$ cat config.mk
export PLATFORM = sky130hd
export DESIGN_NAME = ack_frame_receiver
export DESIGN_NICKNAME = d
export VERILOG_FILES = /design/src/hw/rtl/afr_pkg.sv /design/src/hw/rtl/afr_core.sv /design/src/hw/rtl/ack_frame_receiver.sv
export SDC_FILE = /design/constraint.sdc
export NUM_CORES = 1
export LEC_CHECK = 0
export BUFFER_PORTS_ARGS = -buffer_cell sky130_fd_sc_hd__buf_2
export CAP_MARGIN = 20
export CORE_ASPECT_RATIO = 0.7
export CORE_MARGIN = 1.5
export CORE_UTILIZATION = 50
export CTS_BUF_LIST = sky130_fd_sc_hd__clkbuf_16
export CTS_CLUSTER_DIAMETER = 120
export DETAILED_ROUTE_END_ITERATION = 8
export PLACE_DENSITY = 0.83
export RECOVER_POWER = 50
export SYNTH_ARGS = -nofsm -noshare
export SYNTH_HDL_FRONTEND = slang
export SYNTH_SLANG_ARGS = --single-unit
$ cat constraint.sdc
create_clock -name clk -period 9.4 [get_ports clk]
set_input_delay 1.88 -clock clk [delete_from_list [all_inputs] [get_ports clk]]
set_output_delay 1.88 -clock clk [all_outputs]
set_load 0.03 [all_outputs]
$ cat src/hw/rtl/afr_pkg.sv
// Shared types and constants for the acknowledge frame receiver.
// Used by afr_core and ack_frame_receiver; no dependencies.
package afr_pkg;

  localparam int unsigned FRAME_LEN   = 10;
  localparam int unsigned LIMIT_W     = 16;
  localparam int unsigned ADDR_W      = 3;
  localparam int unsigned DATA_W      = 32;

  localparam logic [7:0] HDR0 = 8'hB5;
  localparam logic [7:0] HDR1 = 8'h62;
  localparam logic [7:0] HDR2 = 8'h05;
  localparam logic [LIMIT_W-1:0] LIMIT_RESET = 16'd1500;

  localparam logic [3:0] POS_NAK   = 4'd3;
  localparam logic [3:0] POS_CLASS = 4'd6;
  localparam logic [3:0] POS_ID    = 4'd7;
  localparam logic [3:0] POS_SUMA  = 4'd8;
  localparam logic [3:0] POS_SUMB  = 4'd9;

  typedef enum logic [0:0] {
    REG_TIMEOUT = 1'b0,
    REG_NONE    = 1'b1
  } reg_sel_t;

  typedef enum logic [1:0] {
    REQ_START = 2'd0,
    REQ_BYTE  = 2'd1,
    REQ_TICK  = 2'd2,
    REQ_NONE  = 2'd3
  } req_t;

  typedef enum logic [1:0] {
    ST_ACK      = 2'd0,
    ST_NAK      = 2'd1,
    ST_MISMATCH = 2'd2,
    ST_TIMEOUT  = 2'd3
  } status_t;

  typedef struct packed {
    status_t    status;
    logic [7:0] got_class;
    logic [7:0] got_id;
  } afr_result_t;

  function automatic logic [7:0] hdr_byte(input logic [1:0] pos);
    logic [7:0] b;
    case (pos)
      2'd0:    b = HDR0;
      2'd1:    b = HDR1;
      default: b = HDR2;
    endcase
    return b;
  endfunction

endpackage

$ cat src/hw/rtl/afr_core.sv
// Frame state and single-pass item evaluation for the acknowledge receiver.
// Depends on afr_pkg; instantiated by ack_frame_receiver.
module afr_core
  import afr_pkg::*;
(
  input  logic               clk,
  input  logic               rst,
  input  logic               accept,
  input  logic [1:0]         req_type,
  input  logic [7:0]         expected_class,
  input  logic [7:0]         expected_id,
  input  logic [7:0]         rx_byte,
  input  logic [LIMIT_W-1:0] limit,
  output logic               res_valid,
  output afr_result_t        res
);

  logic               waiting, waiting_next;
  logic [3:0]         position, position_next;
  logic [7:0]         want_class, want_id;
  logic [LIMIT_W-1:0] elapsed, elapsed_next;
  logic [7:0]         sum_a, sum_a_next, sum_b, sum_b_next;
  logic [7:0]         byte6, byte6_next, byte7, byte7_next, byte8, byte8_next;
  logic               start;
  req_t               req;

  assign req   = req_t'(req_type);
  assign start = accept && (req == REQ_START);

  always_comb begin
    waiting_next  = waiting;
    position_next = position;
    elapsed_next  = elapsed;
    sum_a_next    = sum_a;
    sum_b_next    = sum_b;
    byte6_next    = byte6;
    byte7_next    = byte7;
    byte8_next    = byte8;
    res_valid     = 1'b0;
    res           = '{status: ST_ACK, got_class: 8'd0, got_id: 8'd0};
    if (accept && waiting) begin
      case (req)
        REQ_BYTE: begin
          if (position < POS_NAK) begin
            if (rx_byte == hdr_byte(position[1:0])) begin
              position_next = position + 4'd1;
            end
          end else begin
            position_next = position + 4'd1;
            if (position < POS_SUMA) begin
              sum_a_next = sum_a + rx_byte;
              sum_b_next = sum_b + sum_a_next;
            end
            if (position == POS_CLASS) byte6_next = rx_byte;
            if (position == POS_ID)    byte7_next = rx_byte;
            if (position == POS_SUMA)  byte8_next = rx_byte;
          end
          if (position == POS_SUMB) begin
            res_valid     = 1'b1;
            res.got_class = byte6;
            res.got_id    = byte7;
            res.status    = (byte6 == want_class && byte7 == want_id &&
                             byte8 == sum_a && rx_byte == sum_b) ? ST_ACK : ST_MISMATCH;
          end else if (elapsed > limit) begin
            res_valid     = 1'b1;
            res.status    = ST_TIMEOUT;
            res.got_class = (position_next > POS_CLASS) ? byte6_next : 8'd0;
            res.got_id    = (position_next > POS_ID)    ? byte7_next : 8'd0;
          end else if (position == POS_NAK && rx_byte == 8'd0) begin
            res_valid  = 1'b1;
            res.status = ST_NAK;
          end
        end
        REQ_TICK: begin
          if (elapsed != {LIMIT_W{1'b1}}) begin
            elapsed_next = elapsed + 1'b1;
          end
          if (elapsed_next > limit) begin
            res_valid     = 1'b1;
            res.status    = ST_TIMEOUT;
            res.got_class = (position > POS_CLASS) ? byte6 : 8'd0;
            res.got_id    = (position > POS_ID)    ? byte7 : 8'd0;
          end
        end
        default: begin
        end
      endcase
      if (res_valid) begin
        waiting_next = 1'b0;
      end
    end
  end

  always_ff @(posedge clk) begin
    if (rst) begin
      waiting    <= 1'b0;
      position   <= 4'd0;
      elapsed    <= '0;
      want_class <= 8'd0;
      want_id    <= 8'd0;
      sum_a      <= HDR2;
      sum_b      <= HDR2;
    end else if (start) begin
      waiting    <= 1'b1;
      position   <= 4'd0;
      elapsed    <= '0;
      want_class <= expected_class;
      want_id    <= expected_id;
      sum_a      <= HDR2;
      sum_b      <= HDR2;
    end else begin
      waiting    <= waiting_next;
      position   <= position_next;
      elapsed    <= elapsed_next;
      sum_a      <= sum_a_next;
      sum_b      <= sum_b_next;
    end
  end

  always_ff @(posedge clk) begin
    byte6 <= byte6_next;
    byte7 <= byte7_next;
    byte8 <= byte8_next;
  end

endmodule

$ cat src/hw/rtl/ack_frame_receiver.sv
// Top level of the acknowledge frame receiver: APB register, item channel,
// result buffer. Depends on afr_pkg and afr_core.
//
// Takes one item (start, received byte or millisecond tick) every clock cycle
// while in_stall is low and evaluates it in a single pass against the stored
// frame state; a result, when an item causes one, is registered into a
// two-entry output buffer, so input beats keep flowing while one result waits;
// in_stall rises only while the second entry is occupied. The only register,
// timeout_limit_ms, lives at byte address 0.
module ack_frame_receiver
  import afr_pkg::*;
#(
  parameter int unsigned TimeoutReset = LIMIT_RESET
) (
  input  logic              clk,
  input  logic              rst,
  input  logic              psel,
  input  logic              penable,
  input  logic              pwrite,
  input  logic [ADDR_W-1:0] paddr,
  input  logic [DATA_W-1:0] pwdata,
  output logic [DATA_W-1:0] prdata,
  output logic              pready,
  input  logic              in_valid,
  output logic              in_stall,
  input  logic [1:0]        req_type,
  input  logic [7:0]        expected_class,
  input  logic [7:0]        expected_id,
  input  logic [7:0]        rx_byte,
  output logic              out_valid,
  input  logic              out_stall,
  output logic [1:0]        status,
  output logic [7:0]        got_class,
  output logic [7:0]        got_id
);

  logic [LIMIT_W-1:0] timeout_limit_ms;
  logic               accept, drain, res_valid, skid_valid;
  afr_result_t        res, out_res, skid_res;
  reg_sel_t           reg_sel;

  assign pready  = 1'b1;
  assign reg_sel = reg_sel_t'(paddr[ADDR_W-1]);

  always_comb begin
    unique case (reg_sel)
      REG_TIMEOUT: prdata = {{(DATA_W-LIMIT_W){1'b0}}, timeout_limit_ms};
      default:     prdata = '0;
    endcase
  end

  always_ff @(posedge clk) begin
    if (rst) begin
      timeout_limit_ms <= LIMIT_W'(TimeoutReset);
    end else if (psel && penable && pwrite && pready && reg_sel == REG_TIMEOUT) begin
      timeout_limit_ms <= pwdata[LIMIT_W-1:0];
    end
  end

  assign in_stall = skid_valid;
  assign accept   = in_valid && !in_stall;
  assign drain    = out_valid && !out_stall;

  afr_core u_core (
    .clk            (clk),
    .rst            (rst),
    .accept         (accept),
    .req_type       (req_type),
    .expected_class (expected_class),
    .expected_id    (expected_id),
    .rx_byte        (rx_byte),
    .limit          (timeout_limit_ms),
    .res_valid      (res_valid),
    .res            (res)
  );

  always_ff @(posedge clk) begin
    if (rst) begin
      out_valid  <= 1'b0;
      skid_valid <= 1'b0;
    end else if (skid_valid) begin
      if (drain) begin
        out_res    <= skid_res;
        skid_valid <= 1'b0;
      end
    end else if (res_valid) begin
      if (!out_valid || drain) begin
        out_res   <= res;
        out_valid <= 1'b1;
      end else begin
        skid_res   <= res;
        skid_valid <= 1'b1;
      end
    end else if (drain) begin
      out_valid <= 1'b0;
    end
  end

  assign status    = out_res.status;
  assign got_class = out_res.got_class;
  assign got_id    = out_res.got_id;

  a_skid_behind_out: assert property (@(posedge clk) disable iff (rst)
    skid_valid |-> out_valid)
    else $error("result buffer second entry full while output empty");

  a_result_from_beat: assert property (@(posedge clk) disable iff (rst)
    res_valid |-> accept)
    else $error("result produced without an input beat");

  a_nak_no_bytes: assert property (@(posedge clk) disable iff (rst)
    (res_valid && res.status == ST_NAK) |-> (res.got_class == 8'd0 && res.got_id == 8'd0))
    else $error("nak result carries frame bytes");

endmodule

=== After elaboration in Yosys (flattened, before gate mapping) ===
Index checks and enable logic that the tools add are counted.

* Register bits after elaboration: 131
* Input bits: 68
* Output and inout port bits: 53
* Logic and storage cells: 133

* Add/subtract/negate cells: 4
* $lt $le $gt $ge: 8
* Equal/unequal tests: 16
* Multiplexer cells: 49
* Bitwise gates (word level): 5
* Reductions and logical operators: 32

{| class="wikitable"
|+ Operators with widths
! kind !! count
|-
| 2-to-1 mux 18 bit || 7
|-
| 2-to-1 mux 8 bit || 11
|-
| 2-to-1 mux 16 bit || 5
|-
| equality test 8 bit || 5
|-
| one-hot mux 18 bit (2 select lines) || 1
|-
| > comparator 16 bit || 2
|-
| 2-to-1 mux 1 bit || 17
|-
| adder 16 x 1 -> 16 bit (second input constant) || 1
|-
| adder 8 bit || 2
|-
| > comparator 4 x 3 -> 1 bit (second input constant) || 4
|-
| 2-to-1 mux 4 bit || 4
|-
| != test 16 bit (second input constant) || 1
|-
| one-hot mux 8 bit (2 select lines) || 1
|-
| AND reduction 4 bit || 4
|-
| logical AND 1 bit || 11
|-
| nonzero test 2 bit || 5
|-
| equality test 4 x 3 -> 1 bit (second input constant) || 2
|-
| equality test 4 bit (second input constant) || 2
|-
| logical NOT 8 bit || 1
|-
| AND reduction 2 bit || 3
|-
| inverter 1 bit || 5
|-
| adder 4 x 1 -> 4 bit (second input constant) || 1
|-
| equality test 2 x 1 -> 1 bit (second input constant) || 2
|-
| equality test 4 x 2 -> 1 bit (second input constant) || 1
|-
| other kinds (12) || 16
|}

=== Longest topological paths before layout ===
* Word-level depth: 19
* Depth in mapped cells: 17
* Mapped depth without buffers: 14

=== Cells and area by module ===
Synthesis repeated with hierarchy kept, for this count alone.

* Cell total of the unflattened synthesis: 809
* Area total of the unflattened synthesis: 7753.7 um^2

{| class="wikitable"
|+ Modules (own cells, without submodules)
! module !! times used !! cells each !! area each (um^2) !! sequential area each (um^2)
|-
| afr_core || 1 || 633 || 5403.9 || 1781.7
|-
| ack_frame_receiver || 1 || 176 || 2349.8 || 1441.4
|}

=== Worst setup path after synthesis ===
Ideal clock, no wire load.

* Path kind: flip-flop to flip-flop
* Start point: register u_core.elapsed[0]
* End point: register out_res, in the netlist got_class[0], enable pin
* Library setup time: 424 ps
* Data arrival time: 4508 ps
* Data required time: 8976 ps
* Setup slack: 4468 ps
* Stages on the path, launching flop included: 16
* Path buffers: 1
* Period minus slack after synthesis: 4932 ps
* Cells stage by stage: dfxtp_1 > ha_1 > and3_1 > and3_1 > nand2_1 > clkbuf_1 > nand2_1 > xnor2_1 > ha_1 > nand4_1 > or2_1 > a211o_1 > a31oi_1 > and2_1 > a21oi_1 > a221oi_1

* Cells in the longest elaborated chain, start to end: 11
* Elaborated cells between the ends (all ways): 15
* Classes of those cells: 1 x add/sub; 2 x order compare; 1 x eq/ne; 9 x mux; 2 x reduce/logical

{| class="wikitable"
|+ RTL lines
! element !! line !! RTL
|-
| from (decl) || afr_core.sv:21 || <nowiki>logic [LIMIT_W-1:0] elapsed, elapsed_next;</nowiki>
|-
| from (signal assigned) || afr_core.sv:114 || <nowiki>elapsed <= elapsed_next;</nowiki>
|-
| adder 16 x 1 -> 16 bit / != test 16 bit (equally long branches) || afr_core.sv:76, afr_core.sv:75 ||
|-
| 2-to-1 mux 16 bit || afr_core.sv:75 || <nowiki>if (elapsed != {LIMIT_W{1'b1}}) begin</nowiki>
|-
| 2-to-1 mux 16 bit || afr_core.sv:42 || <nowiki>case (req)</nowiki>
|-
| 2-to-1 mux 16 bit || afr_core.sv:41 || <nowiki>if (accept && waiting) begin</nowiki>
|-
| > comparator 16 bit || afr_core.sv:78 || <nowiki>if (elapsed_next > limit) begin</nowiki>
|-
| 2-to-1 mux 1 bit || afr_core.sv:78 ||
|-
| one-hot mux 1 bit (2 select lines) * || afr_core.sv:42 ||
|-
| 2-to-1 mux 1 bit * (2 in a row) || afr_core.sv:41 ||
|-
| nonzero test 2 bit (no source line) * || - ||
|-
| AND reduction 4 bit (no source line) * || - ||
|-
| to (signal assigned) || ack_frame_receiver.sv:83 || <nowiki>out_res <= skid_res;</nowiki>
|-
| to (signal assigned) || ack_frame_receiver.sv:88 || <nowiki>out_res <= res;</nowiki>
|-
| to (decl) || ack_frame_receiver.sv:39 || <nowiki>afr_result_t res, out_res, skid_res;</nowiki>
|}

Every way passes the cells marked *; elsewhere a longest branch is shown, timed or not. The select of a mux whose other input is x is not followed.
A chain may end at the register's enable or synchronous reset.

=== Worst setup path after layout ===
* Start point: input rx_byte[0]
* End point: register u_core.sum_b[7]

* Cells in the longest elaborated chain, start to end: 2

{| class="wikitable"
|+ RTL lines
! element !! line !! RTL
|-
| from (decl) || ack_frame_receiver.sv:29 || <nowiki>input logic [7:0] rx_byte,</nowiki>
|-
| adder 8 bit || afr_core.sv:51 || <nowiki>sum_a_next = sum_a + rx_byte;</nowiki>
|-
| adder 8 bit || afr_core.sv:52 || <nowiki>sum_b_next = sum_b + sum_a_next;</nowiki>
|-
| to (signal assigned) || afr_core.sv:116 || <nowiki>sum_b <= sum_b_next;</nowiki>
|-
| to (decl) || afr_core.sv:22 || <nowiki>logic [7:0] sum_a, sum_a_next, sum_b, sum_b_next;</nowiki>
|}

Every way passes these cells.

==> out/qor.csv <==
stage,metric,value,unit
timing,Fin Clk Skew,11.1,ps
cts,TritonCTS clock tree,built,
route,routed len/inst,17.1,um
critical_path,Worst Path Max Fanout,10,
yosys,Post-synth EDFFs,60,
yosys,mux share of post-synthesis cell area,0.0276,
yosys,register area share after synthesis,0.418,
timing,Worst Slack Setup Final,4610,ps
route,WL met3,1940,um
critical_path,Startpoint Class,primary input,
layout,final net count,1026,
timing,Final Cycle Share,0.510,
route,# DRC,0,
cts,# H-tree levels,4,
yosys,Yosys top cell area share,0.234,
timing,Final TNS setup,0,ps
layout,Layout Area Growth over Synthesis,13.8,%
grt,grt ovf,0,
flow_run,max cap viols,0,
route,Detail Route met2 WL,7880,um
route,DRT Wirelength,19000,um
critical_path,Worst Setup SP,rx_byte[0],
floorplan,die area,16200,um2
placement,Post-DP HPWL,13900,um
yosys,Yosys reg bits,131,
cts,hold buffer count at CTS,0,
yosys,Post-synth ARST share,0,
floorplan,DIE WIDTH,151,um
timing,final hold vios,0,
cts,CTS sink cnt,131,
yosys,Synth Instances,837,
timing,setup violators final,0,
route,vias per cell,5.75,
route,Top Layer Used,met4,
grt,pin count of the biggest net entering global routing,40,
layout,Seq. cell area,3220,um2
yosys,"Cell Area, Synth",7710,um2
timing,max_slew headroom,0.268,
yosys,post-synthesis compound-gate area fraction,0.147,
layout,Layout fillers,1240,
yosys,Adder-Cell Fraction of Synth Area,0.0929,
placement,Place WS,4380,ps
grt,initial antenna violation count,0,
layout,layout cells sized above 1,0.131,
timing,worst-margin pin slew,1100,ps
critical_path,Reg-to-Reg Start,u_core.elapsed[0],
floorplan,FP Rows,37,
route,total vias in the final route,6384,
critical_path,Setup crit end,u_core.sum_b[7],
critical_path,critical path required time,9730,ps
run_status,status,completed,
cts,Clock transition at path regs,60,ps
route,Detailed Routing Iterations Pass 1,6,
yosys,"Distinct cells, synth",65,
yosys,"Avg Cell Area, Syn",9.21,um2
yosys,Synth Area in Simple Gates,0.181,
cts,Post-CTS Resized,0,
floorplan,Initial Util,0.519,
pwr,"Power, Total",1.41,mW
cts,deepest clock path buffer count,2,
cts,postcts setup bufs,0,
pwr,Lkg Pwr,3.40,nW
grt,GRT Util Overall,0.240,
layout,Multi-input gate area,4110,um2
pwr,VDD IR max,0.111,mV
pwr,PwrDens,161,nW/um2
yosys,predominant post-synthesis flop cell,dfxtp_1,
yosys,post-synthesis xor/xnor area fraction,0.0761,
floorplan,die height,107,um
route,1st-iter DRT viols,610,
route,WL met1,8920,um
critical_path,Worst Setup End Kind,register,
grt,global-route wire length before repair,29900,um
timing,post-layout min period,4790,ps
route,antenna-violating nets left,0,
timing,"Slew Viols, Final",0,
critical_path,flop2flop setup slack,4720,ps
floorplan,Ports,121,
timing,f_max,209,MHz
cts,clk_lat worst skew,420,ps
grt,number of global-route vias before repair,5770,
critical_path,Reg2Reg Depth,15,
critical_path,kind of critical path,in -> reg,
yosys,largest family of logic cells by synthesized area,simple AND/OR/NAND/NOR gates,
yosys,dominant cells by area after synthesis,"edfxtp_1 23%, dfxtp_1 18%, ha_1 8.8%, nand2_1 6.7%, xnor2_1 4.3%",
placement,Final GP Congestion,0.931,
placement,PortBufs,85,
cts,CTS root buf,clkbuf_16,
worst_hold_path,HP Start,timeout_limit_ms[13],
critical_path,RR Endpoint,got_class[3],
cts,Num CTS Buffers,17,
layout,diode count,0,
timing,RSZ-0062 raised after global routing,false,
yosys,post-synth top area cell,edfxtp_1,
critical_path,CP arrival,5120,ps
yosys,YS warnings,0,
worst_hold_path,Hold WC Path Type,reg -> reg,
floorplan,core footprint,14900,um2
metrics by stage:
stage	std cells	area, um2	utilization	hold slack (ps)
finish	1110	8770	0.590	456
global route	1110	8770	0.590	484
CTS	1110	8820	0.594	456
detailed placement	1078	8180	0.550	448
global placement	1078	8180	0.550	442
floorplan	852	7760	-	436
worst max-delay path, stage by stage:
cell and delay [ps]:
clkbuf_1 260, ha_1 340, fa_1 410, a21o_1 200, a21oi_1 220, o21bai_1 90
a21oi_1 170, xnor2_1 110, ha_1 220, o41ai_1 590, xor2_1 170, or3_1 340
a21oi_1 130
how the worst min path moves through the flow:
| stage | to | cells past startpoint |
|---|---|---|
| 2_1_floorplan | timeout_limit_ms[11] | 2 |
| 3_3_place_gp | timeout_limit_ms[12] | 2 |
| 3_5_place_dp | timeout_limit_ms[13] | 2 |
| 4_1_cts | timeout_limit_ms[13] | 2 |
| 5_1_grt | timeout_limit_ms[11] | 2 |
| 6_report | timeout_limit_ms[13] | 2 |
placed cells by master, fill, tap and decap left out, types with 7 or more instances in the layout:
cell         n
a211o_1      9
a21o_1       8
a21oi_1     66
a221o_1      7
a22o_2       8
and2_1      10
and3_1      11
buf_2       56
clkbuf_1    30
clkbuf_16   17
conb_1      17
dfxtp_1     71
edfxtp_1    60
ha_1        54
inv_1       35
mux2_2      10
mux2i_1     10
nand2_1    138
nand3_1     17
nand4_1     15
nor2_1      62
nor3_1      11
o211ai_1    13
o21ai_0     25
xnor2_1     38
xor2_1      29
sequential cells by signal, summed over array words and instances (netlist names):
name	count
skid_res	18
got_class	8
status	2
u_core.sum_b	8
u_core.elapsed	16
u_core.want_class	8
u_core.byte8	8
u_core.byte7	8
in_stall	1
u_core.sum_a	8
u_core.byte6	8
u_core.position	4
out_valid	1
got_id	8
timeout_limit_ms	16
u_core.waiting	1
u_core.want_id	8
cells by family after synthesis:
group | Yosys count
AO/OA/AOI/OAI | 166
buffers and inverters | 93
XOR/XNOR | 67
flip-flops | 131
adder cells (fa/ha/maj) | 56
multiplexers | 20
other | 2
AND/OR/NAND/NOR | 302
where the power goes:
group / leakage [nW] / switching (mW) / internal, mW / total [mW]
clock network: 0.310 / 0.269 / 0.453 / 0.722
registers: 1.09 / 0.00326 / 0.596 / 0.599
logic: 2.00 / 0.0625 / 0.0305 / 0.0930
total: 3.40 / 0.334 / 1.08 / 1.41
per-layer routing:
| metal | vias to the layer above | track usage |
|---|---|---|
| met5 | - | 0 |
| met1 | 3009 | 0.363 |
| li1 | 3059 | - |
| met3 | 27 | 0.0587 |
| met2 | 289 | 0.334 |
| met4 | 0 | 0.0721 |
Yosys cell counts (3+ instances only):
cell type,instances
nand2_1,138
dfxtp_1,71
a21oi_1,66
nor2_1,62
edfxtp_1,60
ha_1,54
xnor2_1,38
inv_1,35
clkbuf_1,32
xor2_1,29
o21ai_0,25
buf_4,18
nand3_1,17
nand4_1,15
o211ai_1,13
nor3_1,12
and2_1,11
and3_1,11
mux2_2,10
mux2i_1,10
a211o_1,9
a21o_1,8
a22o_2,8
a221o_1,7
nor4_1,6
or3_1,6
nand2b_1,5
nor2b_1,5
a221oi_1,3
a31oi_1,3
buf_1,3
buf_2,3
layout make-up:
cell class / count / share of cell area
multi-input cells: 628 / 0.469
flip-flops and latches: 131 / 0.367
clock buffers: 17 / 0.0485
repair buffers: 89 / 0.0474
well taps: 195 / 0.0278
clock inverters: 15 / 0.0250
inverters: 35 / 0.0150
Note: power is estimated with default switching activity, not from simulation.
